## src/rtl/core/page_table_builder_assert.svh

```systemverilog
// assertion macros for the page table builder
// used by the top level; needs clk and arst_n in the including scope
`ifndef PAGE_TABLE_BUILDER_ASSERT_SVH
`define PAGE_TABLE_BUILDER_ASSERT_SVH
`ifndef ASSERT_OFF
`define PTB_ASSERT(lbl, prop, msg) \
	lbl: assert property (@(posedge clk) disable iff (!arst_n) (prop)) else $error(msg);
`define PTB_NEVER(lbl, prop, msg) \
	lbl: assert property (@(posedge clk) disable iff (!arst_n) !(prop)) else $error(msg);
`else
`define PTB_ASSERT(lbl, prop, msg)
`define PTB_NEVER(lbl, prop, msg)
`endif
`endif

```

## src/rtl/core/ptb_pkg.sv

```systemverilog
// shared types, constants and descriptor encoders of the page table builder
// no dependencies
`default_nettype none
package ptb_pkg;
	localparam int POOL_TABLES = 8;
	localparam int SLOT_W = (POOL_TABLES > 1) ? $clog2(POOL_TABLES) : 1;
	localparam int L1_DEPTH = 4096;
	localparam int L2_DEPTH = POOL_TABLES * 256;
	localparam int L2_AW = SLOT_W + 8;
	localparam int SWEEP_N = (L2_DEPTH > L1_DEPTH) ? L2_DEPTH : L1_DEPTH;
	localparam int SWEEP_W = $clog2(SWEEP_N);

	localparam logic [31:0] TABLE_MASK = 32'hfffffc00;
	localparam logic [31:0] SECTION_MASK = 32'hfff00000;
	localparam logic [31:0] PAGE_MASK = 32'hfffff000;

	localparam logic [2:0] REQ_CLEAR = 3'd0;
	localparam logic [2:0] REQ_SECTION = 3'd1;
	localparam logic [2:0] REQ_PREPARE = 3'd2;
	localparam logic [2:0] REQ_PAGE = 3'd3;
	localparam logic [2:0] REQ_READ1 = 3'd4;
	localparam logic [2:0] REQ_READ2 = 3'd5;

	localparam logic [2:0] MT_NORMAL_X = 3'd1;
	localparam logic [2:0] MT_NORMAL_XN = 3'd2;
	localparam logic [2:0] MT_NOACC_XN = 3'd3;
	localparam logic [2:0] MT_DEVICE = 3'd4;

	localparam logic [1:0] ST_OK = 2'd0;
	localparam logic [1:0] ST_NOT_TABLE = 2'd1;
	localparam logic [1:0] ST_POOL_FULL = 2'd2;

	localparam logic [1:0] L1_FAULT = 2'b00;
	localparam logic [1:0] L1_TABLE = 2'b01;

	typedef struct packed {
		logic [2:0] req_type;
		logic [31:0] virt_addr;
		logic [31:0] phys_addr;
		logic [2:0] mem_type;
		logic [3:0] domain_id;
	} in_item_t;

	typedef struct packed {
		logic [31:0] descriptor;
		logic [31:0] descriptor_addr;
		logic [1:0] status;
	} result_t;

	typedef struct packed {
		logic [2:0] req;
		logic [11:0] i1;
		logic [7:0] i2;
		logic [3:0] dom;
		logic [31:0] sec_desc;
		logic [31:0] page_desc;
	} work_t;

	typedef struct packed {
		logic clearing;
		logic busy;
	} back_stat_t;

	function automatic logic [31:0] section_desc(logic [31:0] pa, logic [2:0] mt,
			logic [3:0] dom);
		logic [31:0] b;
		logic [31:0] r;
		b = (pa & SECTION_MASK) | {23'd0, dom, 5'd0} | 32'h2 | (32'h1 << 16);
		unique case (mt)
			MT_NORMAL_X: r = b | (32'h1 << 12) | (32'h3 << 10) | 32'hc;
			MT_NORMAL_XN: r = b | (32'h1 << 12) | (32'h3 << 10) | 32'h1c;
			MT_NOACC_XN: r = b | (32'h1 << 12) | 32'h1c;
			MT_DEVICE: r = b | (32'h3 << 10) | 32'h14;
			default: r = 32'd0;
		endcase
		return r;
	endfunction

	function automatic logic [31:0] page_desc(logic [31:0] pa, logic [2:0] mt);
		logic [31:0] b;
		logic [31:0] r;
		b = (pa & PAGE_MASK) | 32'h2 | (32'h1 << 10);
		unique case (mt)
			MT_NORMAL_X: r = b | (32'h1 << 6) | (32'h3 << 4) | 32'hc;
			MT_NORMAL_XN: r = b | (32'h1 << 6) | (32'h3 << 4) | 32'hd;
			MT_NOACC_XN: r = b | (32'h1 << 6) | 32'hd;
			MT_DEVICE: r = b | (32'h3 << 4) | 32'h5;
			default: r = 32'd0;
		endcase
		return r;
	endfunction
endpackage
`default_nettype wire

```

## src/rtl/core/ptb_front.sv

```systemverilog
// front end: accepts request words, decodes indexes and encodes descriptors
// into a two-entry work queue; uses ptb_pkg
`default_nettype none
module ptb_front (
	input wire logic clk,
	input wire logic arst_n,
	input wire logic push,
	output logic full,
	input wire ptb_pkg::in_item_t item,
	output logic work_valid,
	input wire logic work_pop,
	output ptb_pkg::work_t work
);
	import ptb_pkg::*;

	work_t q_q [2];
	logic wr_ptr_q, rd_ptr_q;
	logic [1:0] cnt_q;
	work_t cls;
	logic do_push, do_pop;

	always_comb begin
		cls.req = item.req_type;
		cls.i1 = item.virt_addr[31:20];
		cls.i2 = item.virt_addr[19:12];
		cls.dom = item.domain_id;
		cls.sec_desc = section_desc(item.phys_addr, item.mem_type, item.domain_id);
		cls.page_desc = page_desc(item.phys_addr, item.mem_type);
	end

	assign full = (cnt_q == 2'd2);
	assign work_valid = (cnt_q != 2'd0);
	assign work = q_q[rd_ptr_q];
	assign do_push = push && !full;
	assign do_pop = work_pop && work_valid;

	always_ff @(posedge clk) begin
		if (do_push) begin
			q_q[wr_ptr_q] <= cls;
		end
	end

	always_ff @(posedge clk or negedge arst_n) begin
		if (!arst_n) begin
			wr_ptr_q <= 1'b0;
			rd_ptr_q <= 1'b0;
			cnt_q <= 2'd0;
		end else begin
			if (do_push) wr_ptr_q <= !wr_ptr_q;
			if (do_pop) rd_ptr_q <= !rd_ptr_q;
			cnt_q <= cnt_q + {1'b0, do_push} - {1'b0, do_pop};
		end
	end
endmodule
`default_nettype wire

```

## config.mk

```make
export PLATFORM = sky130hd
export DESIGN_NAME = ptb_front
export DESIGN_NICKNAME = d
export VERILOG_FILES = /design/src/rtl/core/page_table_builder_assert.svh /design/src/rtl/core/ptb_pkg.sv /design/src/rtl/core/ptb_front.sv
export SDC_FILE = /design/constraint.sdc
export NUM_CORES = 1
export LEC_CHECK = 0
export BUFFER_PORTS_ARGS = -buffer_cell sky130_fd_sc_hd__buf_2
export CAP_MARGIN = 25
export CORE_MARGIN = 2
export CORE_UTILIZATION = 35
export CTS_CLUSTER_DIAMETER = 200
export DETAILED_ROUTE_END_ITERATION = 16
export GPL_ROUTABILITY_DRIVEN = 0
export PLACE_DENSITY = 0.66
export SLEW_MARGIN = 10
export SYNTH_ARGS = -nofsm -noshare
export SYNTH_HDL_FRONTEND = slang
export SYNTH_SLANG_ARGS = --single-unit
```

## constraint.sdc

```tcl
create_clock -name clk -period 4.3 [get_ports clk]
set_clock_uncertainty 0.05 [all_clocks]
set_input_delay 0.215 -clock clk [delete_from_list [all_inputs] [get_ports clk]]
set_output_delay 0.215 -clock clk [all_outputs]
set_load 0.05 [all_outputs]
```

==> impl_metrics.json, run 1 <==
{
  "min_path_type": "input pin to flip-flop",
  "path_cells": "nand2b_1, nand2_1, nor2_4, buf_4",
  "numPortBuffers": 134,
  "critical-path-slowest-cell": "nor2_4",
  "wl_per_cell_um": 14.38,
  "cp_num_cells": 4,
  "dp_cells": 543,
  "firstDrtPassIters": 4,
  "route.final.wire_length_mm": 8.670,
  "antenna_left": 0,
  "pwr-share-clk": 0.288,
  "nFillCells": 1199,
  "p_seq_frac": 0.290,
  "p_per_area_nw_per_um2": 882.0,
  "clk_pin_slew_ns": 0.05,
  "antenna_cells": 0,
  "synth_area_per_cell_um2": 18.12,
  "grt-ovfl-total": 0,
  "p_int_mw": 3.280,
  "clockBufferDepth": 2,
  "max_stage_delay_ns": 0.69,
  "syn_inst": 261,
  "setup_violations": 0,
  "crit_fanout": 30,
  "grt_pass1_wl_mm": 13.03,
  "yosys_warnings": 0,
  "p_sw_mw": 2.326,
  "final_nets": 494,
  "instances_no_fill": 603,
  "critPathCaptureType": "flip-flop",
  "finalMaxSlewViolations": 0,
  "p_sw_frac": 0.4149,
  "crit_buf_inv": 1,
  "cts_buffers": 17,
  "vias": 2580,
  "rsz0062_at_grt": "no",
  "setup_slack_ns": 2.028,
  "r2r-end": "q_q[0][71]$_DFFE_PP_",
  "r2r_cells": 4,
  "cp.required_ns": 4.30,
  "hold_start": "item[30]",
  "h-tree-depth": 4,
  "drt_iter0_markers": 98,
  "grt_pass1_vias": 2708,
  "yosysUniqueCellTypes": 24,
  "final.setup.tns_ns": 0,
  "initial_core_util": 0.3570,
  "critical_path_class": "flip-flop to flip-flop",
  "cap_violations": 0,
  "hold_path_depth": 2,
  "hpwl_mm": 5.397,
  "dieArea_um2": 14460,
  "post-cts-setup-buffers": 0,
  "r2r-start": "cnt_q[1]$_DFF_PN0_",
  "pre_cts_slack_ns": 2.005,
  "ys_seq_area_frac": 0.7198,
  "tritoncts": "built",
  "worst-r2r-setup-slack_ns": 2.03,
  "cts_resized": 0,
  "p_comb_frac": 0.422,
  "clock_sinks": 114,
  "syn_to_final_growth_pct": 34.43,
  "clock_latency_ns": 0.40,
  "crit_family": "simple AND/OR/NAND/NOR gates",
  "viasPerCell": 4.279,
  "period_share": 0.5284,
  "p_leak_nw": 2.522,
  "finalCriticalPeriod_ns": 2.272,
  "ir_drop_v": 0.0005996,
  "grt_max_degree": 33,
  "worstPathArrival_ns": 2.27,
  "tightest_slew_ns": 0.8669,
  "grt.total_usage": 0.1228,
  "syn_area_um2": 4728,
  "regArea_um2": 3405,
  "fp.dieW_um": 120.2,
  "start_kind": "flip-flop",
  "clock-root-buffer": "clkbuf_16",
  "ys_ff_latch": 114,
  "core_area_um2": 13240,
  "antenna_found_initial": 0,
  "die_height_um": 120.2,
  "drc_errors": 0,
  "multi_input_area_um2": 1035,
  "ios": 171,
  "layout-drive-gt1-share": 0.5995,
  "run_status": "completed",
  "finalHoldViolCount": 0,
  "hold_buffers": 28,
  "timing.critical_path.from": "cnt_q[1]$_DFF_PN0_",
  "max_freq_ghz": 0.4401,
  "row_count": 42,
  "crit_end": "q_q[0][71]$_DFFE_PP_",
  "relSlewSlack": 0.4207
}
-- layout make-up --
type | instances | area share
timing repair buffer | 167 | 0.1575
clock inverter | 15 | 0.04134
inverter | 2 | 0.001181
clock buffer | 17 | 0.06693
multi-input combinational | 112 | 0.1628
sequential | 114 | 0.5356
tap | 176 | 0.03465
-- synth_stat cells --
library cell    n  area [um^2]
xnor2_2         1        16.27
mux2_2         55        619.3
and3_1          1        6.260
xor2_1          1        8.760
dfrtp_1         4        100.1
buf_4          40        300.3
ha_1            2        25.02
nand2_1         2        7.510
and2_4         19        166.4
xnor2_1         4        35.03
nand2b_1        1        6.260
nor2_1          3        11.26
edfxtp_1      110         3303
or2b_1          1        7.510
and2_1          1        6.260
nor2_2          1        6.260
o21ai_0         1        5.000
and2_2          5        37.54
inv_1           2        7.510
conb_1          1        3.750
buf_2           2        10.01
buf_6           2        22.52
or2_2           1        6.260
mux2i_1         1        10.01
-- registers in the layout (all words and copies together) (netlist names) --
name	flops
q_q	110
cnt_q	2
rd_ptr_q	1
wr_ptr_q	1
-- cell usage in the layout, fill, tap and decap left out, drive strengths merged, types with 5 or more instances in the layout --
cell and instances:
clkbuf 17, clkinvlp 5, buf 139, bufinv 7, mux2 55, edfxtp 110
and2 25, xnor2 5, conb 12, dlygate4sd3 28
-- worst min path at each step --
stage                           end  slack, ns
2_1_floorplan    cnt_q[0]$_DFF_PN0_      -0.13
3_3_place_gp   wr_ptr_q$_DFFE_PN0P_      -0.03
3_5_place_dp   wr_ptr_q$_DFFE_PN0P_      -0.02
4_1_cts        q_q[0][55]$_DFFE_PP_       0.05
5_1_grt        q_q[0][63]$_DFFE_PP_       0.05
6_report       q_q[0][55]$_DFFE_PP_       0.07
-- per-layer routing --
metal / up-vias / share of wire / track usage
met5: - / 0 / 0
met4: 0 / 0.015 / 0.05305
met3: 11 / 0.061 / 0.05236
met2: 91 / 0.52 / 0.2077
met1: 1260 / 0.41 / 0.1352
li1: 1218 / - / -
-- power by group through the flow --
stage          sequential, mW  combinational, mW  clock (mW)
2_1_floorplan            1.61               2.06           0
3_3_place_gp             1.70               2.29           0
3_5_place_dp             1.65               2.37           0
4_1_cts                  1.63               2.40        1.65
5_1_grt                  1.65               2.48        1.69
6_report                 1.63               2.37        1.61
-- cell families (layout without fill, tap and decap cells) --
kind of cell	after synthesis	after routing	share of synthesized area
fa+ha+maj	2	2	0.005292
buf+inv	46	201	0.07198
mux	56	56	0.1331
xor+xnor	6	6	0.01270
other cells	1	12	0.0007931
flops	114	114	0.7198
simple gates	35	35	0.05531
compound gates	1	1	0.001057
-- through the flow --
step | hold WS (ns) | total power, mW | cell area [um^2] | utilization
after floorplan | -0.1306 | 3.675 | 4770 | -
after global placement | -0.02506 | 3.985 | 5368 | 0.4053
after detailed placement | -0.02267 | 4.025 | 5388 | 0.4068
after CTS | 0.04698 | 5.680 | 6356 | 0.4800
after global routing | 0.04635 | 5.826 | 6356 | 0.4800
final | 0.06763 | 5.606 | 6356 | 0.4800
No activity file was read; power rests on OpenSTA's default activity.
==> inputs of run 2 (changes only) <==
clock period = 2.17 ns   (was 4.3 ns; I/O delays follow)
==> run 2 against run 1 <==
Wire length fell by 0.67%. Sequential power rose by 94%. Sequential share of layout area fell by 0.77 points. Clock power rose by 57%. Global-route usage rose by 0.13 points. Non-clock buffer count rose by 24. Die area did not move. Final cell count rose by 4.0%. Hold slack got worse by 0.030 ns. Critical path type is now flip-flop to output pin. Largest power group unchanged.
==> impl_metrics.json, run 2 (same netlist as run 1, synthesis figures left out) <==
{
  "tightest_slew_ns": 0.7409,
  "numPortBuffers": 134,
  "finalMaxSlewViolations": 0,
  "rsz0062_at_grt": "no",
  "final_common_cell": "buf_2",
  "grt_pass1_vias": 2694,
  "viasPerCell": 4.185,
  "route.final.wire_length_mm": 8.612,
  "setup_violations": 0,
  "ir_drop_v": 0.001036,
  "row_count": 42,
  "relSlewSlack": 0.5036,
  "drc_errors": 0,
  "start_kind": "flip-flop",
  "clockBufferDepth": 2,
  "core_area_um2": 13240,
  "wl_per_cell_um": 13.74,
  "die_height_um": 120.2,
  "h-tree-depth": 4,
  "critical_path_class": "flip-flop to output pin",
  "cap_violations": 0,
  "critical-path-slowest-cell": "mux2_2",
  "antenna_found_initial": 0,
  "antenna_cells": 0,
  "finalHoldViolCount": 0,
  "crit_buf_inv": 2,
  "reg_top3": "q_q: 110 flops, cnt_q: 2 flops",
  "final_cell_mix": "134 x buf_2, 110 x edfxtp_1, 55 x mux2_2, 50 x dlygate4sd3_1, 19 x and2_4",
  "pre_cts_slack_ns": 0.3321,
  "final_nets": 518,
  "clock_sinks": 114,
  "antenna_left": 0,
  "fp.dieW_um": 120.2,
  "regMostFlops": "q_q",
  "min_path_type": "input pin to flip-flop",
  "syn_to_final_growth_pct": 36.39,
  "final.setup.tns_ns": 0,
  "clock-root-buffer": "clkbuf_16",
  "clock_latency_ns": 0.40,
  "path_cells": "buf_4, mux2_2, buf_2",
  "grt_pass1_wl_mm": 13.25,
  "drt_iter0_markers": 89,
  "crit_family": "buffers and inverters",
  "grt-ovfl-total": 0,
  "run_status": "completed",
  "layout-drive-gt1-share": 0.5654,
  "finalCriticalPeriod_ns": 1.932,
  "setup_slack_ns": 0.2379,
  "p_per_area_nw_per_um2": 1621,
  "crit_fanout": 29,
  "dieArea_um2": 14460,
  "grt_max_degree": 30,
  "ios": 171,
  "cp.required_ns": 2.01,
  "max_freq_ghz": 0.5176,
  "clk_pin_slew_ns": 0.05,
  "initial_core_util": 0.3570,
  "max_stage_delay_ns": 0.43,
  "critPathCaptureType": "output pin",
  "tritoncts": "built",
  "firstDrtPassIters": 4,
  "grt.total_usage": 0.1241,
  "cts_buffers": 17,
  "vias": 2624,
  "period_share": 0.8903,
  "worstPathArrival_ns": 1.77,
  "largest_register_ffs": 110,
  "p_leak_nw": 2.582
}
-- run 2: power breakdown --
group          switching (mW)  internal [mW]  total (mW)
combinational            3.54           1.21        4.75
sequential              0.122           3.05        3.17
clock                   0.876           1.66        2.53
-- run 2: path summary, 6_finish.rpt --
kind / start / end / slack, ns / depth (start not counted)
max: rd_ptr_q$_DFFE_PN0P_ / work[2] / 0.24 / 3
min: item[5] / q_q[1][43]$_DFFE_PP_ / 0.04 / 3
max reg2reg: cnt_q[1]$_DFF_PN0_ / cnt_q[1]$_DFF_PN0_ / 0.32 / 7
min reg2reg: cnt_q[1]$_DFF_PN0_ / cnt_q[1]$_DFF_PN0_ / 0.46 / 1
max in group asynchronous: arst_n / rd_ptr_q$_DFFE_PN0P_ / 1.34 / 3
min in group asynchronous: arst_n / cnt_q[1]$_DFF_PN0_ / 0.54 / 3
-- run 2: layout make-up --
class | count | area, um^2
Timing Repair Buffer | 191 | 1224
Multi-Input combinational cell | 112 | 1035
Clock inverter | 5 | 25.02
Inverter | 2 | 7.507
Sequential cell | 114 | 3405
Tap cell | 176 | 220.2
Fill cell | 1174 | 6794
Clock buffer | 27 | 533.0
-- run 2: timing repair --
| item | 4_1_cts | 5_1_grt |
|---|---|---|
| buffers inserted | 0 | 0 |
| endpoints found under the setup margin | 0 | 0 |
| resized for setup | 0 | 0 |
| endpoints found under the hold margin | 107 | 0 |
| hold buffers | 50 | 0 |
-- run 2: worst register-to-register path, delay by kind of cell (launching register included) --
family / cells / cell delay (ns)
buffers and inverters: 1 / 0.04
flip-flops: 1 / 0.40
adder cells (fa/ha/maj): 2 / 0.46
XOR/XNOR: 2 / 0.33
AND/OR/NAND/NOR: 2 / 0.50
-- run 2: metrics by stage --
stage | cells | utilization | area, um^2 | power (mW) | hold slack, ns
after global routing | 627 | 0.4870 | 6449 | 10.89 | 0.03309
final | 627 | 0.4870 | 6449 | 10.45 | 0.03741
after global placement | 545 | 0.4070 | 5390 | 7.891 | -0.1323
after CTS | 627 | 0.4870 | 6449 | 10.60 | 0.02274
after floorplan | 272 | - | 4778 | 7.269 | -0.2371
after detailed placement | 545 | 0.4070 | 5390 | 7.950 | -0.1301
-- run 2: routing by layer --
metal  vias to the layer above  track usage  routed length, um
met5                         -            0                  0
met3                        12      0.05425                546
met4                         0      0.05669                144
met1                      1258       0.1357               3503
met2                        88       0.2085               4418
li1                       1266            -                  -
==> inputs of run 3 (changes only) <==
CORE_UTILIZATION = 49   (was 35)
MAX_ROUTING_LAYER = met4   (was not set)
PLACE_DENSITY = 0.85   (was 0.66)
SETUP_SLACK_MARGIN = 0.5   (was not set)
==> run 3 against run 2 <==
Combinational power up 26%. Non-clock buffer count up 14. Setup slack better by 0.020 ns. First-iteration DRC count up 21%. Power up 16%. Hold slack better by 0.24 ns. Sequential power up 1%. Critical endpoint is now work[89]. Design area up 9.5%. Largest power group unchanged. Fmax up 1.0%. Via count up 7.6%.
==> impl_metrics.json, run 3 (same netlist as run 1, synthesis figures left out) <==
{
  "core_area_um2": 9284,
  "firstDrtPassIters": 4,
  "wl_per_cell_um": 17.55,
  "worstPathArrival_ns": 1.75,
  "finalHoldViolCount": 0,
  "clock_latency_ns": 0.50,
  "antenna_left": 0,
  "r2r-start": "cnt_q[1]$_DFF_PN0_",
  "layout-drive-gt1-share": 0.5849,
  "path_cells": "buf_12, buf_16, mux2_4, buf_8",
  "rsz0062_at_grt": "yes",
  "whs_endpoint": "q_q[1][76]$_DFFE_PP_",
  "final_cell_mix": "110 x edfxtp_1, 85 x buf_2, 55 x dlygate4sd3_1, 40 x buf_4, 38 x mux2_2",
  "grt_pass1_vias": 3030,
  "instances_no_fill": 594,
  "clockBufferDepth": 2,
  "final_common_cell": "edfxtp_1",
  "critical_path_class": "flip-flop to output pin",
  "p_leak_nw": 2.874,
  "p_total_mw": 12.11,
  "whs_ns": 0.2761,
  "setup_violations": 0,
  "grt_max_degree": 54,
  "min_path_type": "input pin to flip-flop",
  "grt-ovfl-total": 0,
  "max_stage_delay_ns": 0.46,
  "worst-r2r-setup-slack_ns": 0.47,
  "hold_path_depth": 2,
  "hold_start": "item[59]",
  "reg_top3": "q_q: 110 flops, cnt_q: 2 flops",
  "crit_fanout": 8,
  "dp_cells": 497,
  "hpwl_mm": 5.230,
  "largest_register_ffs": 110,
  "initial_core_util": 0.5093,
  "crit_family": "flip-flops",
  "tritoncts": "built",
  "cp.required_ns": 2.01,
  "clk_pin_slew_ns": 0.06,
  "drt_iter0_markers": 108,
  "fp.dieW_um": 102.2,
  "p_per_area_nw_per_um2": 1714,
  "r2r_cells": 7,
  "ir_drop_v": 0.0009931,
  "final.setup.tns_ns": 0,
  "run_status": "completed",
  "antenna_found_initial": 0,
  "route.final.wire_length_mm": 10.43,
  "dieArea_um2": 10450,
  "syn_to_final_growth_pct": 49.35,
  "start_kind": "flip-flop",
  "final_nets": 532,
  "ios": 171,
  "regMostFlops": "q_q",
  "max_freq_ghz": 0.5230,
  "finalCriticalPeriod_ns": 1.912,
  "critPathCaptureType": "output pin",
  "cts_buffers": 17,
  "cap_violations": 0,
  "numPortBuffers": 134,
  "clock_sinks": 114,
  "r2r-end": "cnt_q[1]$_DFF_PN0_",
  "crit_buf_inv": 3,
  "grt_pass1_wl_mm": 14.84,
  "grt.total_usage": 0.2023,
  "finalMaxSlewViolations": 0,
  "nFillCells": 532,
  "postPlaceCellArea_um2": 5344,
  "period_share": 0.8811,
  "antenna_cells": 0,
  "critical-path-slowest-cell": "dfrtp_2",
  "vias": 2824,
  "die_height_um": 102.2,
  "clock-root-buffer": "clkbuf_8",
  "drc_errors": 0,
  "final_area_um2": 7062,
  "viasPerCell": 4.754,
  "row_count": 35,
  "h-tree-depth": 4
}
run 3: cell count changes in the layout (fill, tap and decap cells not counted), sizes merged:
cell	before	now
dlygate4sd3	50	55
clkinv	5	4
bufinv	0	5
clkbuf	27	20
buf	141	148
clkinvlp	0	4
inv	2	3
run 3: layout make-up:
class	instances	area, um^2	share of cell area
sequential	114	3405	0.4821
timing repair buffer	205	1713	0.2426
multi-input combinational	112	1146	0.1623
clock buffer	18	417.9	0.05918
clock inverter	14	211.5	0.02994
tap	129	161.4	0.02286
inverter	2	7.507	0.001063
run 3: layer usage:
layer	GRT usage	wire [um]	vias up
li1	-	-	1300
met1	0.2030	4010	1393
met2	0.3725	5731	112
met3	0.05404	489	19
met4	0.07795	195	0
met5	-	0	-
run 3: worst max path at each step:
stage	depth (start not counted)	end	from
global route	3	work[5]	rd_ptr_q$_DFFE_PN0P_
global placement	7	cnt_q[1]$_DFF_PN0_	cnt_q[0]$_DFF_PN0_
floorplan	3	q_q[0][12]$_DFFE_PP_	cnt_q[1]$_DFF_PN0_
finish	4	work[89]	rd_ptr_q$_DFFE_PN0P_
CTS	3	work[42]	rd_ptr_q$_DFFE_PN0P_
detailed placement	7	cnt_q[1]$_DFF_PN0_	cnt_q[0]$_DFF_PN0_
run 3: report_power, final:
part           total (mW)  internal, mW  switching, mW
Sequential           3.21          3.04          0.166
Combinational        5.97          2.12           3.85
Clock                2.92          1.97          0.951
run 3: what timing repair did:
action / CTS / global route
setup buffers: 4 / 2
endpoints found under the setup margin: 80 / 188
resized for setup: 77 / 40
pin swaps: 6 / 4
hold buffers: 55 / 0
hold endpoints to repair: 114 / 0
gates cloned: 2 / 2
run 3: metrics by stage:
step,setup slack (ns),util
after floorplan,0.2785,-
after global placement,0.5047,0.5756
after detailed placement,0.4442,0.5756
after CTS,0.2467,0.7392
after global routing,0.2011,0.7606
final,0.2579,0.7606
